$ cat src/rtl/block_identity_classifier_defines.svh
// Assertion macros shared by the block identity classifier RTL.
// Expects signals named clk and rst_n in the scope where the macros are used.
`ifndef BLOCK_IDENTITY_CLASSIFIER_DEFINES_SVH
`define BLOCK_IDENTITY_CLASSIFIER_DEFINES_SVH

// Same-cycle implication, checked only while out of reset.
`define BIC_ASSERT_IMP(lbl, ante, cons, msg) \
  lbl: assert property (@(posedge clk) disable iff (!rst_n) (ante) |-> (cons)) \
    else $error(msg);

// Next-cycle implication, checked only while out of reset.
`define BIC_ASSERT_NXT(lbl, ante, cons, msg) \
  lbl: assert property (@(posedge clk) disable iff (!rst_n) (ante) |=> (cons)) \
    else $error(msg);

`endif

$ cat src/rtl/bic_pkg.sv
// Package for the block identity classifier: class codes, size limits and
// the byte-wide reflected CRC-32 step. No dependencies.
package bic_pkg;

  typedef enum logic [1:0] {
    KIND_ZERO      = 2'd0,
    KIND_ONES      = 2'd1,
    KIND_IDENTICAL = 2'd2,
    KIND_UNMATCHED = 2'd3
  } kind_t;

  localparam int unsigned SIZE_W          = 17;
  localparam int unsigned OFFSET_W        = 16;
  localparam int unsigned OUT_INDEX_W     = 40;
  localparam logic [SIZE_W-1:0] SIZE_MAX   = 17'd65536;
  localparam logic [SIZE_W-1:0] SIZE_RESET = 17'd4096;
  localparam logic [SIZE_W-1:0] SIZE_MIN   = 17'd1;
  localparam logic [31:0] CRC_POLY        = 32'hEDB88320;
  localparam logic [31:0] CRC_INIT        = 32'hFFFFFFFF;
  localparam logic [7:0]  BYTE_ONES       = 8'hFF;

  // One byte of reflected CRC-32, least significant bit first.
  function automatic logic [31:0] crc32_byte(input logic [31:0] acc, input logic [7:0] b);
    logic [31:0] c;
    c = acc ^ {24'd0, b};
    for (int k = 0; k < 8; k++) begin
      if (c[0]) begin
        c = (c >> 1) ^ CRC_POLY;
      end else begin
        c = c >> 1;
      end
    end
    return c;
  endfunction

endpackage

$ cat src/rtl/block_identity_classifier.sv
// Block identity classifier: takes one old/new image byte pair per word and
// gives one result word per block of block_size_bytes bytes.
// Input channel in_*: in_tdata holds old_byte and new_byte, in_tuser holds
// old_present and first_of_run. A word with first_of_run set drops any partial
// block and starts block 0. Result channel out_*: out_tdata holds the block
// index and the CRC-32 of the block (zero unless unmatched), out_tuser the
// class: all zero, all 0xFF, identical to the old block, or unmatched.
// Configuration port cfg_*: register 0 at byte address 0 is block_size_bytes;
// only bits 16:0 of a write are used; 0 reads back as 1, above 65536 as 65536.
// A word is held in the input register, and the result of the last word of a
// block is then written to the result register. Throughput is one word per
// cycle while the receiver does not stall, set by the combinational CRC byte
// step and flag update between the input and result registers.
// Reset (synchronous, rst_n low) empties both registers, sets the size to 4096
// and clears the block state. When the receiver stalls the result register
// holds its word; the input register still takes one more word, and in_tready
// falls only when both registers are full and out_tready is low.
`include "block_identity_classifier_defines.svh"

module block_identity_classifier
  import bic_pkg::*;
#(
  parameter int unsigned BLOCK_INDEX_BITS = 40
) (
  input  logic        clk,
  input  logic        rst_n,
  // Input stream
  input  logic        in_tvalid,
  output logic        in_tready,
  input  logic [15:0] in_tdata,   // [7:0] old_byte, [15:8] new_byte
  input  logic [1:0]  in_tuser,   // [0] old_present, [1] first_of_run
  // Result stream
  output logic        out_tvalid,
  input  logic        out_tready,
  output logic [71:0] out_tdata,  // [39:0] block_index, [71:40] block_crc
  output logic [1:0]  out_tuser,  // [1:0] match_kind
  // Configuration
  input  logic        cfg_psel,
  input  logic        cfg_penable,
  input  logic        cfg_pwrite,
  input  logic [2:0]  cfg_paddr,
  input  logic [31:0] cfg_pwdata,
  output logic [31:0] cfg_prdata,
  output logic        cfg_pready
);

  // Configuration register
  logic [SIZE_W-1:0] size_r, size_nxt;
  logic              cfg_wr;
  logic [SIZE_W-1:0] wr_val;

  // Input register
  logic       s1_valid_r, s1_valid_nxt;
  logic [7:0] s1_old_r, s1_new_r;
  logic       s1_present_r, s1_first_r;

  // Block state
  logic [OFFSET_W-1:0]         off_r, off_nxt;
  logic [BLOCK_INDEX_BITS-1:0] cnt_r, cnt_nxt;
  logic                        az_r, az_nxt, ao_r, ao_nxt, eq_r, eq_nxt;
  logic [31:0]                 crc_r, crc_nxt;

  // Result register
  logic                   out_valid_r, out_valid_nxt;
  logic [OUT_INDEX_W-1:0] out_index_r, out_index_nxt;
  kind_t                  out_kind_r, out_kind_nxt;
  logic [31:0]            out_crc_r, out_crc_nxt;

  // Datapath
  logic                        out_free, proc;
  logic [OFFSET_W-1:0]         off_b;
  logic [BLOCK_INDEX_BITS-1:0] cnt_b;
  logic                        az_b, ao_b, eq_b, az_c, ao_c, eq_c;
  logic [31:0]                 crc_b, crc_c;
  logic [SIZE_W-1:0]           count;
  logic                        emit;
  kind_t                       kind_c;

  assign cfg_pready = 1'b1;
  assign cfg_wr     = cfg_psel && cfg_penable && cfg_pwrite && cfg_pready && !cfg_paddr[2];
  assign cfg_prdata = cfg_paddr[2] ? 32'd0 : {{(32-SIZE_W){1'b0}}, size_r};

  always_comb begin
    wr_val = cfg_pwdata[SIZE_W-1:0];
    if (wr_val == '0) begin
      wr_val = SIZE_MIN;
    end else if (wr_val > SIZE_MAX) begin
      wr_val = SIZE_MAX;
    end
    size_nxt = cfg_wr ? wr_val : size_r;
  end

  // The input register moves on whenever the result register can take a word.
  assign out_free  = !out_valid_r || out_tready;
  assign proc      = s1_valid_r && out_free;
  assign in_tready = !s1_valid_r || out_free;

  always_comb begin
    // A restart mark discards the partial block before this byte is counted.
    off_b = s1_first_r ? '0 : off_r;
    cnt_b = s1_first_r ? '0 : cnt_r;
    az_b  = s1_first_r ? 1'b1 : az_r;
    ao_b  = s1_first_r ? 1'b1 : ao_r;
    eq_b  = s1_first_r ? 1'b1 : eq_r;
    crc_b = s1_first_r ? CRC_INIT : crc_r;

    az_c  = az_b && (s1_new_r == 8'd0);
    ao_c  = ao_b && (s1_new_r == BYTE_ONES);
    eq_c  = eq_b && s1_present_r && (s1_old_r == s1_new_r);
    crc_c = crc32_byte(crc_b, s1_new_r);

    count = {1'b0, off_b} + SIZE_W'(1);
    emit  = (count >= size_r);

    if (az_c) begin
      kind_c = KIND_ZERO;
    end else if (ao_c) begin
      kind_c = KIND_ONES;
    end else if (eq_c) begin
      kind_c = KIND_IDENTICAL;
    end else begin
      kind_c = KIND_UNMATCHED;
    end
  end

  always_comb begin
    s1_valid_nxt  = in_tready ? in_tvalid : s1_valid_r;
    off_nxt       = off_r;
    cnt_nxt       = cnt_r;
    az_nxt        = az_r;
    ao_nxt        = ao_r;
    eq_nxt        = eq_r;
    crc_nxt       = crc_r;
    out_valid_nxt = out_tready ? 1'b0 : out_valid_r;
    out_index_nxt = out_index_r;
    out_kind_nxt  = out_kind_r;
    out_crc_nxt   = out_crc_r;
    if (proc) begin
      if (emit) begin
        off_nxt       = '0;
        cnt_nxt       = cnt_b + BLOCK_INDEX_BITS'(1);
        az_nxt        = 1'b1;
        ao_nxt        = 1'b1;
        eq_nxt        = 1'b1;
        crc_nxt       = CRC_INIT;
        out_valid_nxt = 1'b1;
        out_index_nxt = OUT_INDEX_W'(cnt_b);
        out_kind_nxt  = kind_c;
        out_crc_nxt   = (kind_c == KIND_UNMATCHED) ? ~crc_c : 32'd0;
      end else begin
        off_nxt = count[OFFSET_W-1:0];
        cnt_nxt = cnt_b;
        az_nxt  = az_c;
        ao_nxt  = ao_c;
        eq_nxt  = eq_c;
        crc_nxt = crc_c;
      end
    end
  end

  always_ff @(posedge clk) begin
    if (!rst_n) begin
      size_r      <= SIZE_RESET;
      s1_valid_r  <= 1'b0;
      off_r       <= '0;
      cnt_r       <= '0;
      az_r        <= 1'b1;
      ao_r        <= 1'b1;
      eq_r        <= 1'b1;
      crc_r       <= CRC_INIT;
      out_valid_r <= 1'b0;
    end else begin
      size_r      <= size_nxt;
      s1_valid_r  <= s1_valid_nxt;
      off_r       <= off_nxt;
      cnt_r       <= cnt_nxt;
      az_r        <= az_nxt;
      ao_r        <= ao_nxt;
      eq_r        <= eq_nxt;
      crc_r       <= crc_nxt;
      out_valid_r <= out_valid_nxt;
    end
  end

  // Payload registers
  always_ff @(posedge clk) begin
    if (in_tready && in_tvalid) begin
      s1_old_r     <= in_tdata[7:0];
      s1_new_r     <= in_tdata[15:8];
      s1_present_r <= in_tuser[0];
      s1_first_r   <= in_tuser[1];
    end
    out_index_r <= out_index_nxt;
    out_kind_r  <= out_kind_nxt;
    out_crc_r   <= out_crc_nxt;
  end

  assign out_tvalid = out_valid_r;
  assign out_tdata  = {out_crc_r, out_index_r};
  assign out_tuser  = out_kind_r;

  `BIC_ASSERT_IMP(a_crc_zero_unless_unmatched, out_valid_r && (out_kind_r != KIND_UNMATCHED), out_crc_r == 32'd0, "CRC field set on a matched block")
  `BIC_ASSERT_IMP(a_size_in_range, 1'b1, (size_r >= SIZE_MIN) && (size_r <= SIZE_MAX), "block size register out of range")
  `BIC_ASSERT_IMP(a_empty_after_reset, $past(!rst_n), !out_valid_r && !s1_valid_r, "registers not empty after reset")
  `BIC_ASSERT_NXT(a_state_cleared_on_emit, proc && emit, (off_r == '0) && az_r && ao_r && eq_r && (crc_r == CRC_INIT) && out_valid_r, "block state not restarted after a result")

endmodule
$ cat config.mk
export PLATFORM = sky130hd
export DESIGN_NAME = block_identity_classifier
export DESIGN_NICKNAME = d
export VERILOG_FILES = /design/src/rtl/bic_pkg.sv /design/src/rtl/block_identity_classifier.sv
export VERILOG_INCLUDE_DIRS = /design/src /design/src/rtl
export SDC_FILE = /design/constraint.sdc
export NUM_CORES = 1
export LEC_CHECK = 0
export ABC_AREA = 0
export BUFFER_PORTS_ARGS = -buffer_cell sky130_fd_sc_hd__buf_2
export CAP_MARGIN = 20
export CELL_PAD_IN_SITES_DETAIL_PLACEMENT = 0
export CELL_PAD_IN_SITES_GLOBAL_PLACEMENT = 1
export CORE_MARGIN = 2
export CORE_UTILIZATION = 40
export DETAILED_ROUTE_END_ITERATION = 10
export PLACE_DENSITY = 0.73
export SLEW_MARGIN = 10
export SYNTH_ARGS = -nofsm -noshare
export SYNTH_HDL_FRONTEND = slang
export SYNTH_SLANG_ARGS = --single-unit
$ cat constraint.sdc
create_clock -name clk -period 8 [get_ports clk]
set_input_delay 1.2 -clock clk [delete_from_list [all_inputs] [get_ports clk]]
set_output_delay 1.2 -clock clk [all_outputs]
set_load 0.02 [all_outputs]
* Word level (Yosys, flattened, before mapping) *
Index checks and enable logic that the tools add are counted.

storage, ports and cells
  bits in registers = 202
  input bits = 60
  output and inout bits = 109
  logic and storage cells = 79

cells by class
  add/subtract/negate cells = 2
  magnitude comparators = 2
  eq/ne operators = 3
  multiplexer cells = 29
  bitwise gates (word level) = 10
  reductions and logical operators = 17

operators by type and width
  operator               count
  $mux 32                10
  $not 13->14            8
  $mux 40                2
  $mux 17                3
  $add 40x1->40 const B  1
  $mux 16                2
  $not 32->32            1
  $xor 32x8->32          1
  $add 16x1->17 const B  1
  $ge 17x17->1           1
  $gt 17x17->1 const B   1
  $logic_not 17->1       1
  $mux 1                 10
  $logic_and 1x1->1      9
  $eq 8x8->1             1
  $eq 8x8->1 const B     1
  $logic_not 8->1        1
  $mux 2                 2
  $logic_not 1->1        3
  $eq 2x2->1 const B     1
  $logic_or 1x1->1       2
  $reduce_and 2->1       1

* Logic depth before layout (Yosys ltp) *
  depth after elaboration = 19
  depth in mapped cells = 23
  depth with buffers taken out = 15

* Worst setup path after synthesis *
OpenSTA, ideal clock, no wires.

  path kind = register to register
  start point = register s1_first_r
  end point = register out_crc_r[0], enable pin
  library setup time = 0.428 ns
  data arrival time = 5.337 ns
  data required time = 7.572 ns
  setup slack = 2.235 ns
  stages on the path, launching flop included = 22
  path buffers = 7
  clock period less this slack = 5.765 ns
  cell sequence = edfxtp_1 > buf_6 > buf_2 > buf_2 > buf_1 > buf_1 > clkbuf_1 > nor2b_1 > ha_1 > nand2_1 > nor3_1 > nand4_1 > xor2_1 > nor2_1 > ha_1 > nand4_1 > nor4_1 > nor2_1 > o31ai_1 > buf_2 > nor2_1 > inv_1

between the ends
  word-level cells in the longest chain between the ends = 4

ends and longest elaborated chain
  what                               RTL line                          RTL
  start: declaration                 block_identity_classifier.sv:55   logic s1_present_r, s1_first_r;
  start signal: assignment           block_identity_classifier.sv:191  s1_first_r <= in_tuser[1];
  $mux 16                            block_identity_classifier.sv:100  off_b = s1_first_r ? '0 : off_r;
  $add 16x1->17                      block_identity_classifier.sv:112  count = {1'b0, off_b} + SIZE_W'(1);
  $ge 17x17->1                       block_identity_classifier.sv:113  emit = (count >= size_r);
  $reduce_and 2->1 (no source line)  -
  end signal: assignment             block_identity_classifier.sv:195  out_crc_r <= out_crc_nxt;
  end: declaration                   block_identity_classifier.sv:67   logic [31:0] out_crc_r, out_crc_nxt;

No other way between the ends.
A chain may end at the register's enable or synchronous reset.

* Final worst setup path *
  start point = register s1_first_r
  end point = register out_index_r[12], enable pin

between the ends
  word-level cells in the longest chain between the ends = 4

ends and longest elaborated chain
  what                               RTL line                          RTL
  $mux 16                            block_identity_classifier.sv:100
  $add 16x1->17                      block_identity_classifier.sv:112
  $ge 17x17->1                       block_identity_classifier.sv:113
  $reduce_and 2->1 (no source line)  -
  end signal: assignment             block_identity_classifier.sv:193  out_index_r <= out_index_nxt;
  end: declaration                   block_identity_classifier.sv:65   logic [OUT_INDEX_W-1:0] out_index_r, out_index_nxt;

No other way between the ends.

==> results.txt <==
The count of buffers inserted at the top-level ports works out to 135. Initial antenna violation count: 0. Across all hold checks on the routed design, the worst slack comes to 0.4676 ns. The initial cell density of the core was 40.88%; the first-pass iteration count of the detailed router was 4.

The post-synthesis to final-layout area growth was 16.92%; the post-synthesis cell area was 10000 um^2. The max-cap check violation count is 0. In this run the clock root is driven by a clkbuf_16. For this design, the slowest cell found on the critical path is inv_2. From bottom edge to top edge, the die measures 162.1 um. Setup violations remaining at the end of the flow were counted as 0.

For this run, the slowest stage of the critical path takes 0.70 ns. The maximum number of pins on one net before global-route repair came out at 83. After clock tree synthesis, the clock-pin slew on the worst setup and hold paths is 0.06 ns.

The worst-case IR drop observed on VDD is 116.0 uV. Sequential cells were found to cover 49.64% of the synthesized design area. The run gives 1 as the H-tree depth reported by CTS. The placeable core region came out at 24460 um^2. TritonCTS built the clock tree. For this design the top-level I/O count stands at 169. The count of nets left with antenna violations once routing finished came out at 0. Summing the areas of all compound-gate instances in the mapped netlist gives 10.80% of the synthesized area.

The total overflow left after global routing is 0. The run gives 37740 um as the wire length of the first global-routing pass. Post-synthesis cell type with the largest combined area: edfxtp_1. The run gives 7109 as the number of global-route vias before repair. The logs give 23330 um for the sum of routed wire length over all layers and 57 for the number of rows created at floorplan.

The largest fanout of any net on the critical path was 40. Ranked by total cell area, the synthesized netlist is headed by edfxtp_1 28%, dfxtp_1 22%, xnor2_1 7.6%, nor2_1 4.9%, nand2_1 4.0%. After synthesis, the share of flip-flops with an asynchronous set or reset is 0%. By area, the combinational part of the netlist is dominated by simple AND/OR/NAND/NOR gates.

For the number of nets in the layout, the log shows 1208. In the global route stage, overall resource usage came out at 17.61%. The count of hold-fix buffers inserted at cts was 0; the power density of the placed cells was 224.7 nW/um^2. Derived from the worst setup path, the maximum achievable clock frequency is 187.8 MHz. The sum of net half-perimeters after detailed placement is 15730 um. The critical path startpoint category was a register.

The repair_antennas step left the layout with diodes totalling 0. The final setup TNS came out at 0 ns. The library cell used most frequently in the layout, excluding fill and tap cells, is buf_2. In the routed layout, each cell is associated on average with a via count of 5.072. For the pin with the worst max-slew slack, the measured transition is 0.8732 ns. The total die area is 26280 um^2. Dividing the detail-routed wire length by the instance count gives 15.88 um.

The share of the synthesized area in the top cell type was 27.62%; the portion of the clock cycle consumed by the worst path in the final layout was 66.54%. Later-pin clock latency in the skew report: 0.50 ns. The min-delay analysis places its worst path in the category reg -> reg. The worst setup path is of the reg -> reg kind. The total CTS buffers is 22, and the fraction of the mapped netlist area in simple logic gates is 20.03%.

The number of pins with negative max-slew slack in the final report is 0. Setup repair after global routing left no endpoint under its margin. For the final instance area, the log shows 11690 um^2. Data on the critical path arrives at its endpoint at 5.51 ns. Routability-driven placement finished with a final weighted congestion of 0.8234. The post-route clock skew is 0.01225 ns, and the share of final-layout standard cells stronger than drive strength 1 is 17.82%.

For the finished layout, the period the worst path requires is 5.323 ns. The most used flip-flop cell after synthesis is dfxtp_1. Static power due to leakage: 4.544 nW. The tools report the final number of hold-violating endpoints as 0. During synthesis, Yosys emitted a total of 0 warnings. After detailed placement, the total cell area comes to 10900 um^2. Number of storage elements in the synthesis netlist: 202.

After detailed routing, the number of remaining DRC violations is 0. The average instance area after synthesis is 9.805 um^2, and the number of gates resized after cts is 0. The longest clock path from root to sink contains 3 buffers. Yosys mapped a number of flops with a built-in enable equal to 92. The tools report the count of mapped cells out of synthesis as 1020. The flow ran to the end, and the final reports show no timing, DRC or antenna violations. The worst setup path is captured at a register. After Yosys synthesis, XOR and XNOR cells account for 12.07% of the synthesized area. Traced cell by cell, the critical path runs through buf_4 > nor2b_1 > ha_1 > nand2_1 > nor3_1 > nand4_1 > xor2_1 > nor2_1 > ha_1 > nand4_1 > nor4_1 > nor2_1 > o31ai_4 > buf_4 > nor2_1 > inv_2 > buf_4. The detailed router finished its first iteration with 410 violations. The netlist uses 63 different library cells. For the worst setup path, the data required time is 8.18 ns. The tools report the relative slew slack as 41.70%. The die is 162.1 um wide. The post-CTS setup repair buffer count was 0; the fraction of the mapped netlist area in adder cells was 2.477%. After synthesis, the share of cell area in mux cells is 0.2002%.

The tree built by TritonCTS fans out to 202 sinks. The total via count after detailed routing came out at 7451. The run gives 0.002627 W as the overall power consumption. The top cell types in the final layout, fill and taps aside, are 135 x buf_2, 131 x nor2_1, 110 x dfxtp_1, 106 x nand2_1, 92 x edfxtp_1.
## sequential cells by signal (all words and copies together), names as in the netlist, 2 cells and up
signal	cells
cnt_r	40
crc_r	32
size_r	17
s1_new_r	8
out_tuser	2
off_r	16
out_index_r	40
s1_old_r	8
out_crc_r	32
## layout make-up
type | count | area (um^2)
clock inverter | 7 | 135.1
sequential | 202 | 4965
timing repair buffer | 150 | 788.3
fill | 2370 | 12770
inverter | 25 | 93.84
clock buffer | 33 | 653.1
tap | 324 | 405.4
multi-input combinational | 728 | 4652
## cell usage after synthesis, types with 3 or more instances
library cell and n:
a211o_1 5, nand2_1 107, a22oi_1 14, nor4_1 9, o311ai_0 5, xnor3_1 3, nand3_1 37, xnor2_1 87
or4_1 3, and3_1 26, nor2_1 131, nor3_1 9, buf_2 7, buf_4 17, a2111o_1 4, edfxtp_1 92
nand4b_1 3, and2_1 5, nand4_1 18, clkbuf_1 48, buf_1 6, o211ai_1 39, o2111ai_1 12, xor2_1 29
ha_1 19, dfxtp_1 110, a21oi_1 41, nor2b_1 50, o21ai_0 17, inv_1 24
## cell families after synthesis
kind of cell | Yosys count
muxes | 2
and+or+nand+nor | 412
DFF | 202
adders and majority gates | 20
buffers and inverters | 104
AOI/OAI and AO/OA | 153
other | 2
xor gates and xnor gates | 125
## power breakdown
| group | internal (W) | total, W | switching [W] |
|---|---|---|---|
| combinational | 0.000165 | 0.000381 | 0.000215 |
| sequential | 0.00113 | 0.00115 | 0.0000221 |
| clock | 0.000692 | 0.00110 | 0.000404 |
| total | 0.00199 | 0.00263 | 0.000642 |
## through the flow
| step | utilization, % | std cells | setup slack (ns) |
|---|---|---|---|
| floorplan | - | 1034 | 2.235 |
| global placement | 44.51 | 1427 | 2.676 |
| detailed placement | 44.55 | 1428 | 2.635 |
| CTS | 47.77 | 1468 | 2.617 |
| global route | 47.80 | 1469 | 2.199 |
| finish | 47.80 | 1469 | 2.677 |
## worst max-delay path, delay by kind of cell, from the launching register on
family          cells  cell delay [ns]
simple gates        9             1.92
buf+inv             4             1.75
fa+ha+maj           2             0.57
flops               1             0.42
compound gates      1             0.17
xor+xnor            1             0.15
## worst paths after layout
| check | startpoint | endpoint | slack (ns) | cells past startpoint |
|---|---|---|---|---|
| worst max-delay path | s1_first_r | out_index_r[12] | 2.68 | 17 |
| worst min-delay path | crc_r[31] | crc_r[31] | 0.47 | 2 |
| worst min register to register | crc_r[31] | crc_r[31] | 0.47 | 2 |
| worst max register to register | s1_first_r | out_index_r[12] | 2.68 | 17 |
## routing by layer
layer  wire [um]  vias up  global-route usage (%)
met2       10470      191                   27.78
met1       11420     3490                   26.03
met3        1140       24                   2.375
met4         296        0                   3.419
li1            -     3746                       -
met5           0        -                       0
No activity file was read; power rests on OpenSTA's default activity.
